$ cat src/hw/rtl/fila_pkg.sv
`default_nettype none

package fila_pkg;

  localparam int CMD_W      = 2;
  localparam int SLOT_W     = 9;
  localparam int SIZE_W     = 9;
  localparam int STATUS_W   = 2;
  localparam int GRANT_W    = 8;

  localparam int CAPACITY_DEF = 256;
  localparam logic [SIZE_W-1:0] SIZE_RESET = SIZE_W'(256);

  localparam logic [CMD_W-1:0] CMD_POP     = 2'd0;
  localparam logic [CMD_W-1:0] CMD_PUSH    = 2'd1;
  localparam logic [CMD_W-1:0] CMD_REBUILD = 2'd2;

  localparam logic [STATUS_W-1:0] STATUS_OK     = 2'd0;
  localparam logic [STATUS_W-1:0] STATUS_EMPTY  = 2'd1;
  localparam logic [STATUS_W-1:0] STATUS_RANGE  = 2'd2;
  localparam logic [STATUS_W-1:0] STATUS_DOUBLE = 2'd3;

  typedef struct packed {
    logic [CMD_W-1:0]  cmd;
    logic [SLOT_W-1:0] slot;
  } fila_in_t;

  typedef struct packed {
    logic [STATUS_W-1:0] status;
    logic [GRANT_W-1:0]  granted_slot;
  } fila_out_t;

endpackage

`default_nettype wire

$ cat src/hw/rtl/free_index_list_allocator_core.sv
// Free-list slot allocator. Slot indices are kept as a singly linked list in
// a link memory with a head register.
// Input channel (in_valid, in_stall, in_data): one word carries a command
// (pop, push, rebuild) and, for a push, the slot being returned.
// Result channel (out_valid, out_stall, out_data): exactly one word per
// command with a status and, for a successful pop, the granted slot.
// Configuration: cfg_we writes cfg_wdata into the size register; write it
// only while idle and follow it with a rebuild.
// Timing: a pop or an in-range push reads the link memory, so its result is
// registered from the READ state, or from the RESP state while the output
// register is held, and the next word is taken only once the block is back
// in IDLE. An empty pop, an out-of-range push and the unused command answer
// at the accept edge itself when the output register is free, so a new word
// can be taken straight after. A rebuild walks the link memory one entry per
// cycle; after reset the link memory is initialized by the same kind of walk
// over all entries 0..CAPACITY, and in_stall stays high meanwhile.
// If the receiver stalls, the result stays in the output register; the next
// word is still accepted and its result is held until the register frees.
`default_nettype none

module free_index_list_allocator_core #(
  parameter int CAPACITY = fila_pkg::CAPACITY_DEF
) (
  input  wire logic                      clk,
  input  wire logic                      rst_n,
  input  wire logic                      in_valid,
  output logic                           in_stall,
  input  wire fila_pkg::fila_in_t        in_data,
  output logic                           out_valid,
  input  wire logic                      out_stall,
  output fila_pkg::fila_out_t            out_data,
  input  wire logic                      cfg_we,
  input  wire logic [fila_pkg::SIZE_W-1:0] cfg_wdata
);

  import fila_pkg::*;

  // Address width covers entries 0..CAPACITY, link width also holds the marker.
  localparam int IW = $clog2(CAPACITY + 1);
  localparam int LW = $clog2(CAPACITY + 2);
  localparam int VW = (LW > 10) ? LW : 10;

  typedef enum logic [4:0] {
    ST_INIT = 5'b00001,
    ST_IDLE = 5'b00010,
    ST_READ = 5'b00100,
    ST_FILL = 5'b01000,
    ST_RESP = 5'b10000
  } state_t;

  state_t             state_r, state_nxt;
  logic [IW-1:0]      cnt_r, cnt_nxt;
  logic [LW-1:0]      head_r, head_nxt;
  logic [SIZE_W-1:0]  size_r, size_nxt;
  logic [CMD_W-1:0]   op_cmd_r, op_cmd_nxt;
  logic [IW-1:0]      op_slot_r, op_slot_nxt;
  fila_out_t          res_r, res_nxt;
  logic               out_valid_r, out_valid_nxt;
  fila_out_t          out_data_r, out_data_nxt;

  logic               ram_we;
  logic [IW-1:0]      ram_waddr;
  logic [LW-1:0]      ram_wdata;
  logic [IW-1:0]      ram_raddr;
  logic [LW-1:0]      ram_rdata;

  logic [VW-1:0]      size_v, eff_size, head_v, slot_v;
  logic [LW-1:0]      marker;
  logic               in_acc, out_free, fin, load_out;
  fila_out_t          fin_res;

  assign size_v   = VW'(size_r);
  assign eff_size = (size_v > VW'(CAPACITY)) ? VW'(CAPACITY) : size_v;
  assign marker   = LW'(eff_size + VW'(1));
  assign head_v   = VW'(head_r);
  assign slot_v   = VW'(in_data.slot);

  assign in_stall = (state_r != ST_IDLE);
  assign in_acc   = in_valid && !in_stall;
  assign out_free = !out_valid_r || !out_stall;

  fila_ram #(
    .WIDTH (LW),
    .DEPTH (CAPACITY + 1)
  ) u_link_ram (
    .clk   (clk),
    .we    (ram_we),
    .waddr (ram_waddr),
    .wdata (ram_wdata),
    .raddr (ram_raddr),
    .rdata (ram_rdata)
  );

  always_comb begin
    state_nxt   = state_r;
    cnt_nxt     = cnt_r;
    head_nxt    = head_r;
    op_cmd_nxt  = op_cmd_r;
    op_slot_nxt = op_slot_r;
    res_nxt     = res_r;
    ram_we      = 1'b0;
    ram_waddr   = cnt_r;
    ram_wdata   = LW'(VW'(cnt_r) + VW'(1));
    ram_raddr   = head_r[IW-1:0];
    fin         = 1'b0;
    fin_res     = '{status: STATUS_OK, granted_slot: '0};

    case (state_r)
      ST_INIT: begin
        ram_we  = 1'b1;
        cnt_nxt = cnt_r + IW'(1);
        if (VW'(cnt_r) == VW'(CAPACITY)) begin
          cnt_nxt   = '0;
          state_nxt = ST_IDLE;
        end
      end
      ST_IDLE: begin
        if (in_acc) begin
          op_cmd_nxt  = in_data.cmd;
          op_slot_nxt = slot_v[IW-1:0];
          case (in_data.cmd)
            CMD_POP: begin
              if (head_v >= eff_size) begin
                fin            = 1'b1;
                fin_res.status = STATUS_EMPTY;
              end else begin
                ram_raddr = head_r[IW-1:0];
                state_nxt = ST_READ;
              end
            end
            CMD_PUSH: begin
              if (slot_v >= eff_size) begin
                fin            = 1'b1;
                fin_res.status = STATUS_RANGE;
              end else begin
                ram_raddr = slot_v[IW-1:0];
                state_nxt = ST_READ;
              end
            end
            CMD_REBUILD: begin
              cnt_nxt   = '0;
              head_nxt  = '0;
              state_nxt = ST_FILL;
            end
            default: begin
              fin = 1'b1;
            end
          endcase
        end
      end
      ST_READ: begin
        fin = 1'b1;
        if (op_cmd_r == CMD_POP) begin
          // Hand out the head, follow its link and mark the slot taken.
          ram_we               = 1'b1;
          ram_waddr            = head_r[IW-1:0];
          ram_wdata            = marker;
          head_nxt             = ram_rdata;
          fin_res.granted_slot = head_v[GRANT_W-1:0];
        end else if (ram_rdata != marker) begin
          fin_res.status = STATUS_DOUBLE;
        end else begin
          ram_we    = 1'b1;
          ram_waddr = op_slot_r;
          ram_wdata = head_r;
          head_nxt  = LW'(op_slot_r);
        end
      end
      ST_FILL: begin
        ram_we  = 1'b1;
        cnt_nxt = cnt_r + IW'(1);
        if (VW'(cnt_r) == eff_size) begin
          cnt_nxt = '0;
          fin     = 1'b1;
        end
      end
      ST_RESP: begin
        fin     = 1'b1;
        fin_res = res_r;
      end
      default: begin
        state_nxt = ST_INIT;
        cnt_nxt   = '0;
      end
    endcase

    // A finished result goes straight to the output register when it is free.
    load_out = fin && out_free;
    if (fin) begin
      if (out_free) begin
        state_nxt = ST_IDLE;
      end else begin
        res_nxt   = fin_res;
        state_nxt = ST_RESP;
      end
    end
  end

  assign size_nxt      = cfg_we ? cfg_wdata : size_r;
  assign out_valid_nxt = load_out || (out_valid_r && out_stall);
  assign out_data_nxt  = load_out ? fin_res : out_data_r;

  always_ff @(posedge clk) begin
    if (!rst_n) begin
      state_r     <= ST_INIT;
      cnt_r       <= '0;
      head_r      <= '0;
      size_r      <= SIZE_RESET;
      out_valid_r <= 1'b0;
    end else begin
      state_r     <= state_nxt;
      cnt_r       <= cnt_nxt;
      head_r      <= head_nxt;
      size_r      <= size_nxt;
      out_valid_r <= out_valid_nxt;
    end
  end

  always_ff @(posedge clk) begin
    op_cmd_r   <= op_cmd_nxt;
    op_slot_r  <= op_slot_nxt;
    res_r      <= res_nxt;
    out_data_r <= out_data_nxt;
  end

  assign out_valid = out_valid_r;
  assign out_data  = out_data_r;

  a_one_word_at_a_time: assert property (@(posedge clk) disable iff (!rst_n)
    (in_acc && !fin) |=> in_stall)
    else $error("word accepted while a memory access or rebuild is in flight");

  a_grant_only_on_ok: assert property (@(posedge clk) disable iff (!rst_n)
    (load_out && fin_res.status != STATUS_OK) |-> (fin_res.granted_slot == '0))
    else $error("nonzero granted slot on a failed command");

  a_head_bounded: assert property (@(posedge clk) disable iff (!rst_n)
    VW'(head_r) <= VW'(CAPACITY + 1))
    else $error("head beyond the link table");

  a_pop_marks_taken: assert property (@(posedge clk) disable iff (!rst_n)
    (state_r == ST_READ && op_cmd_r == CMD_POP) |-> (ram_we && ram_wdata == marker))
    else $error("pop did not mark the slot taken");

  a_no_result_during_init: assert property (@(posedge clk) disable iff (!rst_n)
    (state_r == ST_INIT) |-> !load_out)
    else $error("result produced during link table initialization");

endmodule

`default_nettype wire

$ cat src/hw/rtl/fila_ram.sv
`default_nettype none

module fila_ram #(
  parameter int WIDTH = 9,
  parameter int DEPTH = 257
) (
  input  wire logic                     clk,
  input  wire logic                     we,
  input  wire logic [$clog2(DEPTH)-1:0] waddr,
  input  wire logic [WIDTH-1:0]         wdata,
  input  wire logic [$clog2(DEPTH)-1:0] raddr,
  output logic      [WIDTH-1:0]         rdata
);

  logic [WIDTH-1:0] mem [DEPTH];

  always_ff @(posedge clk) begin
    if (we) begin
      mem[waddr] <= wdata;
    end
    rdata <= mem[raddr];
  end

endmodule

`default_nettype wire

$ cat config.mk
export PLATFORM = sky130hd
export DESIGN_NAME = free_index_list_allocator_core
export DESIGN_NICKNAME = d
export VERILOG_FILES = /design/src/hw/rtl/fila_pkg.sv /design/src/hw/rtl/free_index_list_allocator_core.sv /design/src/hw/rtl/fila_ram.sv
export SDC_FILE = /design/constraint.sdc
export NUM_CORES = 2
export LEC_CHECK = 0
export BUFFER_PORTS_ARGS = -buffer_cell sky130_fd_sc_hd__buf_2
export CORE_UTILIZATION = 45
export CTS_CLUSTER_SIZE = 14
export DETAILED_ROUTE_END_ITERATION = 8
export PLACE_DENSITY = 0.65
export SYNTH_ARGS = -nofsm -noshare
export SYNTH_HDL_FRONTEND = slang
export SYNTH_SLANG_ARGS = --single-unit
$ cat constraint.sdc
create_clock -name clk -period 17.1 [get_ports clk]
set_input_delay 1.71 -clock clk [delete_from_list [all_inputs] [get_ports clk]]
set_output_delay 1.71 -clock clk [all_outputs]
set_load 0.1 [all_outputs]
---- Word-level counts from Yosys, hierarchy flattened ----
Memories as Yosys holds them, arrays and structs flattened. A register that Yosys moved wholly into a read port is not among the register bits.
Index checks and enable logic that the tools add are counted.
storage, ports and cells
  output and inout port bits .............. 12
  latch bits .............................. 0
  ROM bits ................................ 0
  bits in registers ....................... 64
  memory bits (writable) .................. 2313
  logic and storage cells ................. 106
  input port bits ......................... 25
  memories kept ........................... 1
operators by class
  multiply operators ...................... 0
  div/mod/pow operators ................... 0
  shift-type cells ........................ 0
  equality and inequality tests ........... 20
  add/sub/neg operators ................... 3
  order comparisons ....................... 3
  mux-type cells .......................... 47
  reductions and logical operators ........ 19
  bitwise logic cells ..................... 2
memory list
  name            words  bits a word  rd ports  clocked after memory_dff  wr ports  line            RTL
  u_link_ram.mem  257    9            1         1                         1         fila_ram.sv:15  logic [WIDTH-1:0] mem [DEPTH];
operators with widths
  operator                                                                 count
  9-bit two-way mux                                                        17
  9-bit one-hot mux with 4 select lines                                    1
  5-bit two-way mux                                                        6
  5-bit one-hot mux with 3 select lines                                    2
  9-bit by 1-bit adder with 9-bit output, second input constant            3
  9-bit greater-or-equal comparator                                        2
  9-bit one-hot mux with 2 select lines                                    1
  8-bit one-hot mux with 2 select lines                                    1
  5-bit by 2-bit inequality test with 1-bit output, second input constant  2
  9-bit equality test                                                      1
  9-bit equality test, second input constant                               1
  9-bit > comparator, second input constant                                1
  1-bit two-way mux                                                        9
  3-bit inequality test, second input constant                             3
  9-bit inequality test                                                    1
  2-bit two-way mux                                                        4
  8-bit two-way mux                                                        1
  4-bit inequality test, second input constant                             2
  1-bit one-hot mux with 3 select lines                                    2
  2-bit one-hot mux with 3 select lines                                    1
  6-bit AND reduction                                                      1
  5-bit by 1-bit equality test with 1-bit output, second input constant    1
  5-bit by 2-bit equality test with 1-bit output, second input constant    1
  5-bit by 3-bit equality test with 1-bit output, second input constant    1
  other kinds (19)                                                         29

---- Logic depth before layout (Yosys ltp) ----
  depth after elaboration ................. 9
  gate-level depth with buffers ........... 18

---- Hierarchy ----
Synthesis repeated with hierarchy kept, for this count alone.
second synthesis, totals
  cells, all modules ...................... 4655
  area total of the unflattened synthesis .. 93409.6 µm²
by module, submodules not included
  module                          seq. area each (µm²)  cells an instance  instances  area each (µm²)
  fila_ram                        69636.8               4231               1          89261.9
  free_index_list_allocator_core  1591.5                424                1          4147.7

---- Least setup slack after synthesis ----
OpenSTA, ideal clock, no wires.
  path kind ............................... reg2reg
  start point ............................. register size_r[0]
  end point ............................... memory u_link_ram.mem[0][4] (data pin)
  cell stages (with the launch flop) ...... 12
  arrival ................................. 9.769 ns
  data required time ...................... 15.466 ns
  setup slack ............................. 5.697 ns
  cells stage by stage .................... dfxtp_1 > nor2b_1 > clkbuf_1 > ha_1 > nand4_1 > o41a_1 > or3b_1 > a211o_1 > a21o_1 > clkbuf_1 > clkbuf_1 > a22oi_1
between the ends
  word-level cells in the longest chain between the ends .. 7
RTL lines
  element                                   line                                   RTL
  start: declaration                        free_index_list_allocator_core.sv:54   logic [SIZE_W-1:0] size_r, size_nxt;
  start signal: assignment                  free_index_list_allocator_core.sv:214  size_r <= size_nxt;
  9-bit > comparator                        free_index_list_allocator_core.sv:73   assign eff_size = (size_v > VW'(CAPACITY)) ? VW'(CAPACITY) : size_v;
  9-bit two-way mux *                       free_index_list_allocator_core.sv:73
  9-bit by 1-bit adder with 9-bit output *  free_index_list_allocator_core.sv:74   assign marker = LW'(eff_size + VW'(1));
  9-bit inequality test                     free_index_list_allocator_core.sv:160  end else if (ram_rdata != marker) begin
  9-bit two-way mux                         free_index_list_allocator_core.sv:160
  9-bit two-way mux *                       free_index_list_allocator_core.sv:153  if (op_cmd_r == CMD_POP) begin
  9-bit two-way mux *                       free_index_list_allocator_core.sv:108  case (state_r)
  named net ram_wdata[4]                    free_index_list_allocator_core.sv:63   logic [LW-1:0] ram_wdata;
  end: declaration                          fila_ram.sv:15
The timed path passes the listed nets; every way through them passes the cells marked *.

---- Worst setup path after layout ----
  start point ............................. register size_r[8]
  end point ............................... register u_link_ram.rdata[7] (read register of u_link_ram.mem)
between the ends
  word-level cells in the longest chain between the ends .. 7
RTL lines
  element                              line                                   RTL
  9-bit > comparator                   free_index_list_allocator_core.sv:73
  9-bit two-way mux *                  free_index_list_allocator_core.sv:73
  9-bit greater-or-equal comparator *  free_index_list_allocator_core.sv:132  if (slot_v >= eff_size) begin
  9-bit two-way mux *                  free_index_list_allocator_core.sv:132
  9-bit two-way mux *                  --
  9-bit two-way mux *                  free_index_list_allocator_core.sv:118  if (in_acc) begin
  9-bit two-way mux *                  free_index_list_allocator_core.sv:108
  end: declaration                     fila_ram.sv:12                         output logic [WIDTH-1:0] rdata
Every way passes the cells marked *; elsewhere a longest branch is shown, timed or not.
A chain may end at the register's enable or synchronous reset.

==> metrics.md <==
| Metric | Value |
|---|---|
| Top cell type's share of synthesized area | `73.9%` |
| TritonCTS clock tree | `built` |
| Final Worst Setup Slack | `9.33 ns` |
| Critical Path Sink | `u_link_ram.rdata[7]` |
| Post-CTS Resized | `0` |
| RSZ-0062 raised after global routing | `no` |
| Boundary pin count | `37` |
| IO buf count | `36` |
| Number of vias per cell | `5.99` |
| DRC viols | `0` |
| Arr. time, crit path | `8.49 ns` |
| Reg2reg start | `size_r[8]` |
| Max Cap Violations | `0` |
| Placed cell areas | `0.0985 mm²` |
| Pwr dens | `111 mW/mm²` |
| Gpl congestion | `0.897` |
| Vias in the first global route | `55900` |
| Post-synth top flop | `edfxtp_1` |
| Crit-path cells | `clkinv_1 -> nand2_1 -> ha_1 -> nand2_1 -> o21ai_0 -> a2111oi_4 -> buf_4 -> mux2i_4 -> buf_4 -> buf_12 -> mux2i_1 -> a32oi_1 -> and3_1 -> a31oi_1 -> nand4_1 -> nor4_1 -> o2111ai_1` |
| CTS clk-pin slew, worst paths | `0.07 ns` |
| Final Non-Filler Cells | `9944` |
| Vias after detailed routing | `59600` |
| DP Wirelength | `156 mm` |
| Async S/R FF share, synth | `0%` |
| Nets | `6993` |
| Final period utilization | `45.4%` |
| Cell count after synthesis | `6992` |
| Netlist cell types | `74` |
| Sw Ratio | `21.0%` |
| WL final | `266 mm` |
| Clock Power Share | `41.7%` |
| Chip Width | `462 µm` |
| Clk root buf | `clkbuf_16` |
| Fin. max-slew vios | `0` |
| Ranking of synthesized cells by area | `edfxtp_1 (74%), nand2_1 (6.8%), mux2i_1 (3.7%), nand3_1 (2.7%), nand4_1 (1.4%)` |
| Tmin final | `7.77 ns` |
| Hold-fix buffers, CTS | `0` |
| Kind of critical path | `reg -> reg` |
| Initial Util | `45.4%` |
| Post-detailed-route wirelength per cell | `26.7 µm` |
| CTS buffer count | `226` |
| Max Fclk | `129 MHz` |
| Die area | `0.214 mm²` |
| Pint | `9.25 mW` |
| Sequential share of power | `55.7%` |
| Gate power share | `2.6%` |
| DRT Pass-1 Iters | `8` |
| Synthesized flop and latch total | `2386` |
| Mapped Area | `0.0953 mm²` |
| Syn_area_per_cell | `13.6 µm²` |
| Sequential share of the synthesized area | `74.8%` |
| Sw Pwr | `2.46 mW` |
| Data required, critical path | `17.82 ns` |
| R2r endpoint | `u_link_ram.rdata[7]` |
| Post-route cell area | `0.106 mm²` |
| Worst vdd ir | `0.000121 V` |
| Slew HR | `2.55%` |
| Clk_skew | `0.0423 ns` |
| CP startpoint | `size_r[8]` |
| Net count after synthesis | `7042` |
| Die height | `462 µm` |
| Area leader, netlist | `edfxtp_1` |
| Largest net degree at the start of global routing | `210` |
| Clock Sinks | `2386` |
| Setup crit end kind | `flip-flop` |
| Bufs on Longest Clock Path | `3` |
| Post-CTS setup buffer count | `0` |
| Endpoints failing hold | `0` |
| Reg2Reg Depth | `17` |
| Post-synth EDFFs | `2344` |
| Share of layout cells above drive strength 1 | `7.27%` |
| Later-pin clock latency in the skew report | `0.90 ns` |
| Final setup violation count | `0` |
| # rows | `168` |
| Leakage power | `36.3 nW` |
| Slowest-stage cell, CP | `nor4_1` |
| DRT iter0 DRCs | `8215` |
| Worst hold path type | `reg -> reg` |
| Status | `complete, no violations` |
| Max Fanout on Critical Path | `178` |
| Total congestion overflow | `0` |
| H-tree levels | `4` |
| Wire length of the first global-routing pass | `385 mm` |
| Post-place setup slack | `8.79 ns` |
| Antenna viol nets, final | `0` |
| Yosys Warn Count | `0` |
| Placed cells | `9520` |
| CP Launch Type | `flip-flop` |
| Pin slew with the least headroom to its limit | `1.46 ns` |
| Filler cells | `17400` |
| Final setup TNS | `0 ns` |
| GRT Overall Usage | `24.6%` |
| Area Growth Syn to Fin | `10.9%` |
| Total power | `11.7 mW` |
| Reg-to-reg slack, setup | `9.33 ns` |
| Core Region | `0.210 mm²` |
| Largest stage delay, worst path | `1.15 ns` |
| Initial antenna violation count | `2` |
| Hold Startpoint | `u_link_ram.mem[256][4]` |
synth_stat cells, types with 8 or more instances:
master	count
edfxtp_1	2344
nand2_1	1728
nand3_1	514
mux2i_1	349
nor2_1	318
clkbuf_1	223
a21oi_1	208
nand4_1	206
a31oi_1	175
o22ai_1	145
buf_2	129
o21ai_0	106
buf_1	62
dfxtp_1	42
a32oi_1	35
a22oi_1	32
ha_1	25
nor2b_1	25
a21boi_0	21
nor3_1	18
and3_1	17
inv_1	15
xnor2_1	15
a22o_1	13
nand2b_1	12
o31ai_1	12
a211oi_1	11
buf_4	11
o2111ai_1	11
and4_1	10
nor4_1	10
o211ai_1	9
a2111oi_0	8
a21o_1	8
worst max-delay path: cells and delay by family (launching register included):
kind / cells / cell delay [ns]
adders and majority gates: 1 / 0.29
buffers and inverters: 4 / 2.48
muxes: 2 / 0.63
and+or+nand+nor: 5 / 2.05
AOI/OAI and AO/OA: 5 / 1.24
DFF: 1 / 0.61
layout make-up:
type	count	area, µm²	area share (%)
clock inverters	131	1190	1.13
well taps	2805	3510	3.32
inverters	16	60.1	0.0568
repair buffers	151	1220	1.15
diodes	3	7.51	0.00711
multi-input cells	4162	22500	21.3
clock buffers	290	5970	5.65
flip-flops and latches	2386	71200	67.4
flip-flops by register name, summed over array words and instances, names as in the netlist, 9 cells and up:
| name | cells |
|---|---|
| u_link_ram.mem | 2313 |
| out_data | 10 |
| res_r | 10 |
| cnt_r | 9 |
| head_r | 9 |
| op_slot_r | 9 |
| size_r | 9 |
| u_link_ram.rdata | 9 |
power groups by stage:
| stage | Clock (mW) | Sequential, mW | Combinational [mW] |
|---|---|---|---|
| after floorplan | 0 | 6.68 | 0.138 |
| after global placement | 0 | 6.64 | 0.289 |
| after detailed placement | 0 | 6.64 | 0.297 |
| after CTS | 4.92 | 6.52 | 0.298 |
| after global routing | 5.13 | 6.52 | 0.314 |
| final | 4.89 | 6.52 | 0.300 |
metal layers:
metal	vias up	global-route usage, %	routed length, µm	share of wire, %
li1	26000	-	-	-
met1	29900	35.1	109000	41
met2	3165	37.1	120000	45
met3	488	5.30	27100	10
met4	2	8.83	9630	3.6
met5	-	0	13	0.0049
cell families after synthesis:
family / Yosys count / share of synthesized area (%)
AOI/OAI and AO/OA: 850 / 5.66
and+or+nand+nor: 2899 / 13.1
muxes: 363 / 3.92
xor gates and xnor gates: 25 / 0.292
buffers and inverters: 444 / 1.99
adders and majority gates: 25 / 0.328
DFF: 2386 / 74.8
cells in the final DEF (no fill, tap or decap), types with 35 or more instances in the layout:
cell	n
a21oi_1	205
nand2_1	1726
edfxtp_1	2344
clkinv_1	59
a31oi_1	173
buf_2	36
clkbuf_16	227
clkbuf_1	58
dfxtp_1	42
nand3_1	510
nand4_1	206
o22ai_1	140
mux2i_1	341
buf_4	101
nor2_1	318
a32oi_1	35
o21ai_0	105
how the worst min path moves through the flow:
stage	end	slack (ns)	cells past startpoint
2_1_floorplan	u_link_ram.rdata[7]	0.43	2
3_3_place_gp	u_link_ram.rdata[4]	0.50	2
3_5_place_dp	u_link_ram.rdata[4]	0.53	2
4_1_cts	u_link_ram.rdata[4]	0.55	2
5_1_grt	u_link_ram.rdata[4]	0.57	2
6_report	u_link_ram.rdata[4]	0.55	2
per-stage QoR:
| stage | hold WS (ns) | util [%] |
|---|---|---|
| 2_1_floorplan | 0.427 | - |
| 3_3_place_gp | 0.504 | 46.9 |
| 3_5_place_dp | 0.534 | 46.9 |
| 4_1_cts | 0.550 | 50.3 |
| 5_1_grt | 0.566 | 50.3 |
| 6_report | 0.555 | 50.3 |
Power figures use the tool's default switching activity.
